$ cat config.mk
export PLATFORM = sky130hd
export DESIGN_NAME = sorted_insert_stack_core_flat
export DESIGN_NICKNAME = d
export VERILOG_FILES = /design/src/rtl/core/sis_pkg.sv /design/src/rtl/core/sis_if.sv /design/src/rtl/core/sis_cell.sv /design/src/rtl/core/sorted_insert_stack_core.sv /design/src/flat_wrapper.sv
export SDC_FILE = /design/constraint.sdc
export NUM_CORES = 2
export LEC_CHECK = 0
export BUFFER_PORTS_ARGS = -buffer_cell sky130_fd_sc_hd__buf_4
export CORE_ASPECT_RATIO = 0.8
export CORE_MARGIN = 5
export CORE_UTILIZATION = 45
export DETAILED_ROUTE_END_ITERATION = 6
export HOLD_SLACK_MARGIN = 0.02
export PLACE_DENSITY_LB_ADDON = 0.2
export SLEW_MARGIN = 15
export SYNTH_ARGS = -nofsm -noshare
export SYNTH_HDL_FRONTEND = slang
export SYNTH_SLANG_ARGS = --single-unit
$ cat constraint.sdc
create_clock -name clk -period 5.2 [get_ports clk]
set_clock_uncertainty 0.2 [all_clocks]
set_input_delay 0.26 -clock clk [delete_from_list [all_inputs] [get_ports clk]]
set_output_delay 0.26 -clock clk [all_outputs]
set_load 0.03 [all_outputs]
$ cat src/rtl/core/sis_pkg.sv
package sis_pkg;

  localparam int unsigned DATA_W  = 32;
  localparam int unsigned COUNT_W = 5;
  localparam int unsigned STAT_W  = 2;

  localparam logic signed [DATA_W-1:0] EMPTY_MARK = 32'sd114;

  localparam logic [STAT_W-1:0] ST_OK    = 2'd0;
  localparam logic [STAT_W-1:0] ST_EMPTY = 2'd1;
  localparam logic [STAT_W-1:0] ST_FULL  = 2'd2;

  typedef logic signed [DATA_W-1:0] data_t;

  typedef struct packed {
    logic  ins;
    logic  pop;
    data_t val;
  } sis_cmd_t;

endpackage

$ cat src/rtl/core/sis_if.sv
interface sis_in_if;
  logic                 valid;
  logic                 ready;
  logic                 action;
  logic signed [31:0]   value;

  modport source (output valid, output action, output value, input ready);
  modport sink   (input valid, input action, input value, output ready);
endinterface

interface sis_out_if;
  logic                 valid;
  logic                 ready;
  logic signed [31:0]   popped_value;
  logic [1:0]           status;
  logic [4:0]           entry_count;

  modport source (output valid, output popped_value, output status, output entry_count,
                  input ready);
  modport sink   (input valid, input popped_value, input status, input entry_count,
                  output ready);
endinterface

$ cat src/rtl/core/sis_cell.sv
module sis_cell (
  input  logic              clk,
  input  logic              rst_n,
  input  sis_pkg::sis_cmd_t cmd,
  input  logic              prev_valid,
  input  logic              prev_ge,
  input  sis_pkg::data_t    prev_value,
  input  logic              next_valid,
  input  sis_pkg::data_t    next_value,
  output logic              valid_o,
  output logic              ge_o,
  output sis_pkg::data_t    value_o
);
  import sis_pkg::*;

  logic  valid_r, valid_nxt;
  data_t value_r, value_nxt;

  assign ge_o    = valid_r && (value_r >= cmd.val);
  assign valid_o = valid_r;
  assign value_o = value_r;

  always_comb begin
    valid_nxt = valid_r;
    value_nxt = value_r;
    if (cmd.pop) begin
      valid_nxt = next_valid;
      value_nxt = next_value;
    end else if (cmd.ins) begin
      valid_nxt = valid_r | prev_valid;
      if (!ge_o) begin
        value_nxt = prev_ge ? cmd.val : prev_value;
      end
    end
  end

  always_ff @(posedge clk) begin
    if (!rst_n) begin
      valid_r <= 1'b0;
    end else begin
      valid_r <= valid_nxt;
    end
  end

  always_ff @(posedge clk) begin
    value_r <= value_nxt;
  end

endmodule

$ cat src/rtl/core/sorted_insert_stack_core.sv
// A result beat is registered and appears in the cycle after its input beat is accepted.
// Throughput: one insert or pop per cycle unless the output stalls; every cell
// compares against the new value in parallel and shifts one place in the same cycle.
// Reset (synchronous, active low) empties the store and drops any pending result.
// Cell contents are not cleared; only the occupancy bits are.
module sorted_insert_stack_core #(
  parameter int unsigned DEPTH = 16
) (
  input  logic           clk,
  input  logic           rst_n,
  sis_in_if.sink         in_ch,
  sis_out_if.source      out_ch
);
  import sis_pkg::*;

  localparam int unsigned CNT_W = $clog2(DEPTH + 1);

  sis_cmd_t          cmd;
  logic [DEPTH-1:0]  cell_valid;
  logic [DEPTH-1:0]  cell_ge;
  data_t             cell_value [DEPTH];

  logic [CNT_W-1:0]  count_r, count_nxt;
  logic [CNT_W+4:0]  count_ext;
  logic              accept, full, empty;

  logic              out_valid_r;
  data_t             popped_r, popped_nxt;
  logic [STAT_W-1:0] status_r, status_nxt;
  logic [COUNT_W-1:0] entry_r;

  assign full   = cell_valid[DEPTH-1];
  assign empty  = !cell_valid[0];
  assign in_ch.ready = !out_valid_r || out_ch.ready;
  assign accept = in_ch.valid && in_ch.ready;

  assign cmd.ins = accept && !in_ch.action && !full;
  assign cmd.pop = accept && in_ch.action && !empty;
  assign cmd.val = in_ch.value;

  for (genvar i = 0; i < DEPTH; i++) begin : g_cell
    logic  p_valid, p_ge, n_valid;
    data_t p_value, n_value;

    if (i == 0) begin : g_first
      assign p_valid = 1'b1;
      assign p_ge    = 1'b1;
      assign p_value = cmd.val;
    end else begin : g_mid
      assign p_valid = cell_valid[i-1];
      assign p_ge    = cell_ge[i-1];
      assign p_value = cell_value[i-1];
    end

    if (i == DEPTH - 1) begin : g_last
      assign n_valid = 1'b0;
      assign n_value = '0;
    end else begin : g_inner
      assign n_valid = cell_valid[i+1];
      assign n_value = cell_value[i+1];
    end

    sis_cell u_cell (
      .clk        (clk),
      .rst_n      (rst_n),
      .cmd        (cmd),
      .prev_valid (p_valid),
      .prev_ge    (p_ge),
      .prev_value (p_value),
      .next_valid (n_valid),
      .next_value (n_value),
      .valid_o    (cell_valid[i]),
      .ge_o       (cell_ge[i]),
      .value_o    (cell_value[i])
    );
  end

  always_comb begin
    count_nxt  = count_r;
    popped_nxt = '0;
    status_nxt = ST_OK;
    if (cmd.ins) begin
      count_nxt = count_r + CNT_W'(1);
    end else if (cmd.pop) begin
      count_nxt  = count_r - CNT_W'(1);
      popped_nxt = cell_value[0];
    end
    if (in_ch.action && empty) begin
      popped_nxt = EMPTY_MARK;
      status_nxt = ST_EMPTY;
    end else if (!in_ch.action && full) begin
      status_nxt = ST_FULL;
    end
  end

  assign count_ext = {{COUNT_W{1'b0}}, count_nxt};

  always_ff @(posedge clk) begin
    if (!rst_n) begin
      count_r     <= '0;
      out_valid_r <= 1'b0;
    end else begin
      count_r <= count_nxt;
      if (accept) begin
        out_valid_r <= 1'b1;
      end else if (out_ch.ready) begin
        out_valid_r <= 1'b0;
      end
    end
  end

  always_ff @(posedge clk) begin
    if (accept) begin
      popped_r <= popped_nxt;
      status_r <= status_nxt;
      entry_r  <= count_ext[COUNT_W-1:0];
    end
  end

  assign out_ch.valid        = out_valid_r;
  assign out_ch.popped_value = popped_r;
  assign out_ch.status       = status_r;
  assign out_ch.entry_count  = entry_r;

  a_empty_matches_count : assert property (@(posedge clk) disable iff (!rst_n)
    (count_r == '0) == empty)
    else $error("Occupancy of the first cell disagrees with the count.");

  a_count_bounded : assert property (@(posedge clk) disable iff (!rst_n)
    count_r <= CNT_W'(DEPTH))
    else $error("Count exceeds the depth.");

  a_full_matches_count : assert property (@(posedge clk) disable iff (!rst_n)
    (count_r == CNT_W'(DEPTH)) == full)
    else $error("Occupancy of the last cell disagrees with the count.");

  a_top_sorted : assert property (@(posedge clk) disable iff (!rst_n)
    cell_valid[1] |-> (cell_value[0] >= cell_value[1] && cell_valid[0]))
    else $error("The two topmost cells are out of order.");

  a_pop_shrinks : assert property (@(posedge clk) disable iff (!rst_n)
    cmd.pop |=> count_r == $past(count_r) - CNT_W'(1))
    else $error("A pop did not reduce the count by one.");

endmodule

$ cat src/flat_wrapper.sv
// flat-port wrapper written by rule: the top's interface ports become plain ports
module sorted_insert_stack_core_flat import sis_pkg::*;
#(
  parameter int unsigned DEPTH = 16
)
  (clk, rst_n, in_ch_valid, in_ch_action, in_ch_value, in_ch_ready, out_ch_valid, out_ch_popped_value, out_ch_status, out_ch_entry_count, out_ch_ready);
  sis_in_if in_ch_i ();
  sis_out_if out_ch_i ();
  input  logic clk;
  input  logic rst_n;
  input wire logic [$bits(in_ch_i.valid)-1:0] in_ch_valid;
  input wire logic [$bits(in_ch_i.action)-1:0] in_ch_action;
  input wire logic [$bits(in_ch_i.value)-1:0] in_ch_value;
  output wire logic [$bits(in_ch_i.ready)-1:0] in_ch_ready;
  output wire logic [$bits(out_ch_i.valid)-1:0] out_ch_valid;
  output wire logic [$bits(out_ch_i.popped_value)-1:0] out_ch_popped_value;
  output wire logic [$bits(out_ch_i.status)-1:0] out_ch_status;
  output wire logic [$bits(out_ch_i.entry_count)-1:0] out_ch_entry_count;
  input wire logic [$bits(out_ch_i.ready)-1:0] out_ch_ready;
  assign in_ch_i.valid = in_ch_valid;
  assign in_ch_i.action = in_ch_action;
  assign in_ch_i.value = in_ch_value;
  assign in_ch_ready = in_ch_i.ready;
  assign out_ch_valid = out_ch_i.valid;
  assign out_ch_popped_value = out_ch_i.popped_value;
  assign out_ch_status = out_ch_i.status;
  assign out_ch_entry_count = out_ch_i.entry_count;
  assign out_ch_i.ready = out_ch_ready;
  sorted_insert_stack_core #(.DEPTH(DEPTH)) u_core (.clk(clk), .rst_n(rst_n), .in_ch(in_ch_i), .out_ch(out_ch_i));
endmodule
==> metrics.yaml <==
status:
  status: "finished, final reports clean"
grt:
  antenna_found_initial: 0
  grt_overflow: 0
  use_met1: 0.4643
  grtUsageMet2: 0.4294
  grt_usage: 0.3030
  grt_pass1_vias: 35246
  grt_use_met3: 0.07004
  grt_pass1_wl_microns: 230400
  grt.busiest_layer: "met1"
  grt_max_degree: 192
worst_setup_path:
  rrSetupSlack_ns: 1.47
  crit_fanout: 41
  worstPathRequired_ns: 5.27
  setup.worst_path.start: "in_ch_value[20]"
  crit_type: "input pin to flip-flop"
  reg2reg_from: "u_core.g_cell[3].u_cell.value_o[25]$_DFFE_PP_"
  endpoint_kind: "flip-flop"
  cp.arrival_ns: 4.25
  cp-start-kind: "input pin"
clocking:
  cts-resized-gates: 0
  postCtsSetupBuffers: 0
  clk_latency_ns: 0.63
  cts_tree: "done"
  clk_path_buf_depth: 3
  cts_sinks: 573
  htree_levels: 3
  numCtsBuffers: 70
  path_clk_slew_ns: 0.06
  cts-root-buf: "clkbuf_16"
drt:
  routed_via_density: 6.867
  route.detailed.drc: 0
  num_vias: 38385
  drt_pass1_iterations: 6
  drt-initial-drc-count: 5390
  drtAntennaViolNets: 0
  drt-wirelength-per-cell_microns: 27.66
  routed_wirelength_microns: 154600
yosys:
  netlist-cell-type-count: 57
  ys_warn_count: 0
  synth.avg_cell_area_sq_um: 9.398
  synthArstFlopShare: 0
  synth_seq_cells: 573
  syn_area_sq_um: 41270
  ys_seq_area_frac: 0.4039
  synth_edf_count: 519
  synthCells: 4391
  synth_nets: 4910
  synth_top_flop_cell: "edfxtp_1"
sta:
  timing.hold.ws_ns: 0.2413
  tns_ns: 0
  hold_viol: 0
  setup_slack_ns: 1.017
  setup_viol: 0
  period_share: 0.8045
  timing.fmax_mhz: 239.0
  slew_headroom: 0.2762
  fin_crit_ns: 4.183
  worst_slew_pin_slew_ns: 1.086
  rsz0062_at_grt: "no"
  drv_slew: 0
cells_and_area:
  layout.nets: 4844
  antenna_cells: 0
  drive_gt1_frac: 0.08977
  syn2layout_area_growth_pct: 11.60
  n_fill_cell: 8331
floorplanning:
  ios: 78
  num_rows: 99
  core-area_sq_um: 91040
  chipHeight_microns: 280.9
  dieArea_sq_um: 97900
  fp.dieW_microns: 348.6
  start_util: 0.4533
power:
  irDropWorstVdd_mv: 0.2493
  power_density_nw_per_um2: 289.0
  leakagePower_uw: 0.01692
place:
  place_congestion: 0.9204
  dpl_worst_slack_ns: 1.039
  place.detailed.hpwl_microns: 109900
  portBuffers: 77
run:
  drv_cap: 0
hold_path:
  min-delay-path-class: "input pin to flip-flop"
  hp-start: "in_ch_value[24]"
[critical path, stage by stage]
cell	delay (ns)
dlygate4sd3_1	0.53
buf_4	0.15
inv_1	0.74
ha_1	0.27
nand4_1	0.13
or4_1	0.67
mux2i_1	0.16
o21a_1	0.20
o31ai_4	0.07
buf_4	0.40
nand2_1	0.10
nand2_1	0.11
buf_4	0.42
[cell families (layout without fill, tap and decap cells)]
family | after synthesis | in the layout | share of synthesized area
AOI/OAI and AO/OA | 1325 | 1325 | 0.2280
xor gates and xnor gates | 4 | 4 | 0.0008491
adders and majority gates | 482 | 482 | 0.1461
buffers and inverters | 489 | 476 | 0.04463
DFF | 573 | 573 | 0.4039
muxes | 33 | 33 | 0.008004
and+or+nand+nor | 1485 | 1485 | 0.1685
[cells in the final DEF, fill, tap and decap left out, types with 123 or more instances in the layout]
master	count
a21oi_1	276
a41oi_1	259
buf_4	231
edfxtp_1	519
ha_1	482
nand2_1	656
nand3_1	123
nand4_1	212
nor3_1	243
o211ai_1	353
[Yosys cell counts, drive strengths merged, types with 5 or more instances]
library cell    n  area share
nor2          112       0.010
o21ai         116       0.014
a31oi          35      0.0053
nand3         124       0.015
nor3          244       0.030
ha            482        0.15
or4             7      0.0013
a221oi         12      0.0025
nand4         212       0.032
a21o           60       0.011
or3            10      0.0015
a22o            6      0.0013
edfxtp        519        0.38
a21oi         285       0.035
a32oi          32      0.0068
a2111oi        39      0.0083
a22oi          67       0.012
dfxtp          54       0.026
mux2i          33      0.0080
o21a            5     0.00091
clkbuf        365       0.033
nor4           11      0.0017
o31ai           6      0.0011
inv            73      0.0066
o41ai           7      0.0015
a31o           10      0.0021
nand2b         25      0.0038
or2             8      0.0012
and2           40      0.0061
buf            51      0.0048
nand2         656       0.060
a41oi         260       0.055
nor2b          16      0.0024
and4           15      0.0032
o211ai        353       0.064
[timing repair]
item                                    4_1_cts  5_1_grt
endpoints found under the setup margin        0        0
hold buffers                                 36        0
endpoints found under the hold margin        89        0
[per-stage QoR]
stage	std cells	total power (uW)	instance area [sq um]	util
after floorplan	4391	7305	41270	-
after global placement	5429	8167	43410	0.4768
after detailed placement	5429	8224	43410	0.4768
after CTS	5590	13260	46050	0.5058
after global routing	5590	13780	46050	0.5058
final	5590	13310	46050	0.5058
[final timing paths]
kind | end | cells after the start
hold / removal | u_core.g_cell[15].u_cell.value_o[24]$_SDFFE_PP0P_ | 4
setup reg to reg | u_core.g_cell[3].u_cell.value_o[6]$_DFFE_PP_ | 10
hold reg to reg | u_core.g_cell[15].u_cell.value_o[6]$_SDFFE_PP0P_ | 2
setup / recovery | u_core.g_cell[3].u_cell.value_o[6]$_DFFE_PP_ | 13
[power by group]
part	switching, uW	internal, uW
Sequential	384	5480
Combinational	1530	856
Clock	2090	2970
Total	4000	9310
[layout make-up]
type,count,area (sq um),share of cell area
Multi-Input combinational cell,3329,23000,0.4994
Sequential cell,573,16670,0.3619
Timing Repair Buffer,278,2315,0.05026
Clock buffer,102,2047,0.04445
Tap cell,1212,1516,0.03293
Inverter,73,274.0,0.005950
Clock inverter,23,235.2,0.005108
[sequential cells by signal, summed over array words and instances, names as in the netlist]
register / cells
u_core.out_ch.status: 2
u_core.out_ch.entry_count: 5
u_core.out_ch.valid: 1
u_core.out_ch.popped_value: 32
u_core.g_cell.u_cell.value_o: 512
u_core.count_r: 5
u_core.g_cell.u_cell.valid_o: 16
[per-layer routing]
| metal | part of all wire | wire (microns) |
|---|---|---|
| met4 | 0.025 | 3879 |
| met3 | 0.12 | 18870 |
| met5 | 0 | 0 |
| met1 | 0.45 | 68930 |
| met2 | 0.41 | 62970 |
Note: power is estimated with default switching activity, not from simulation.
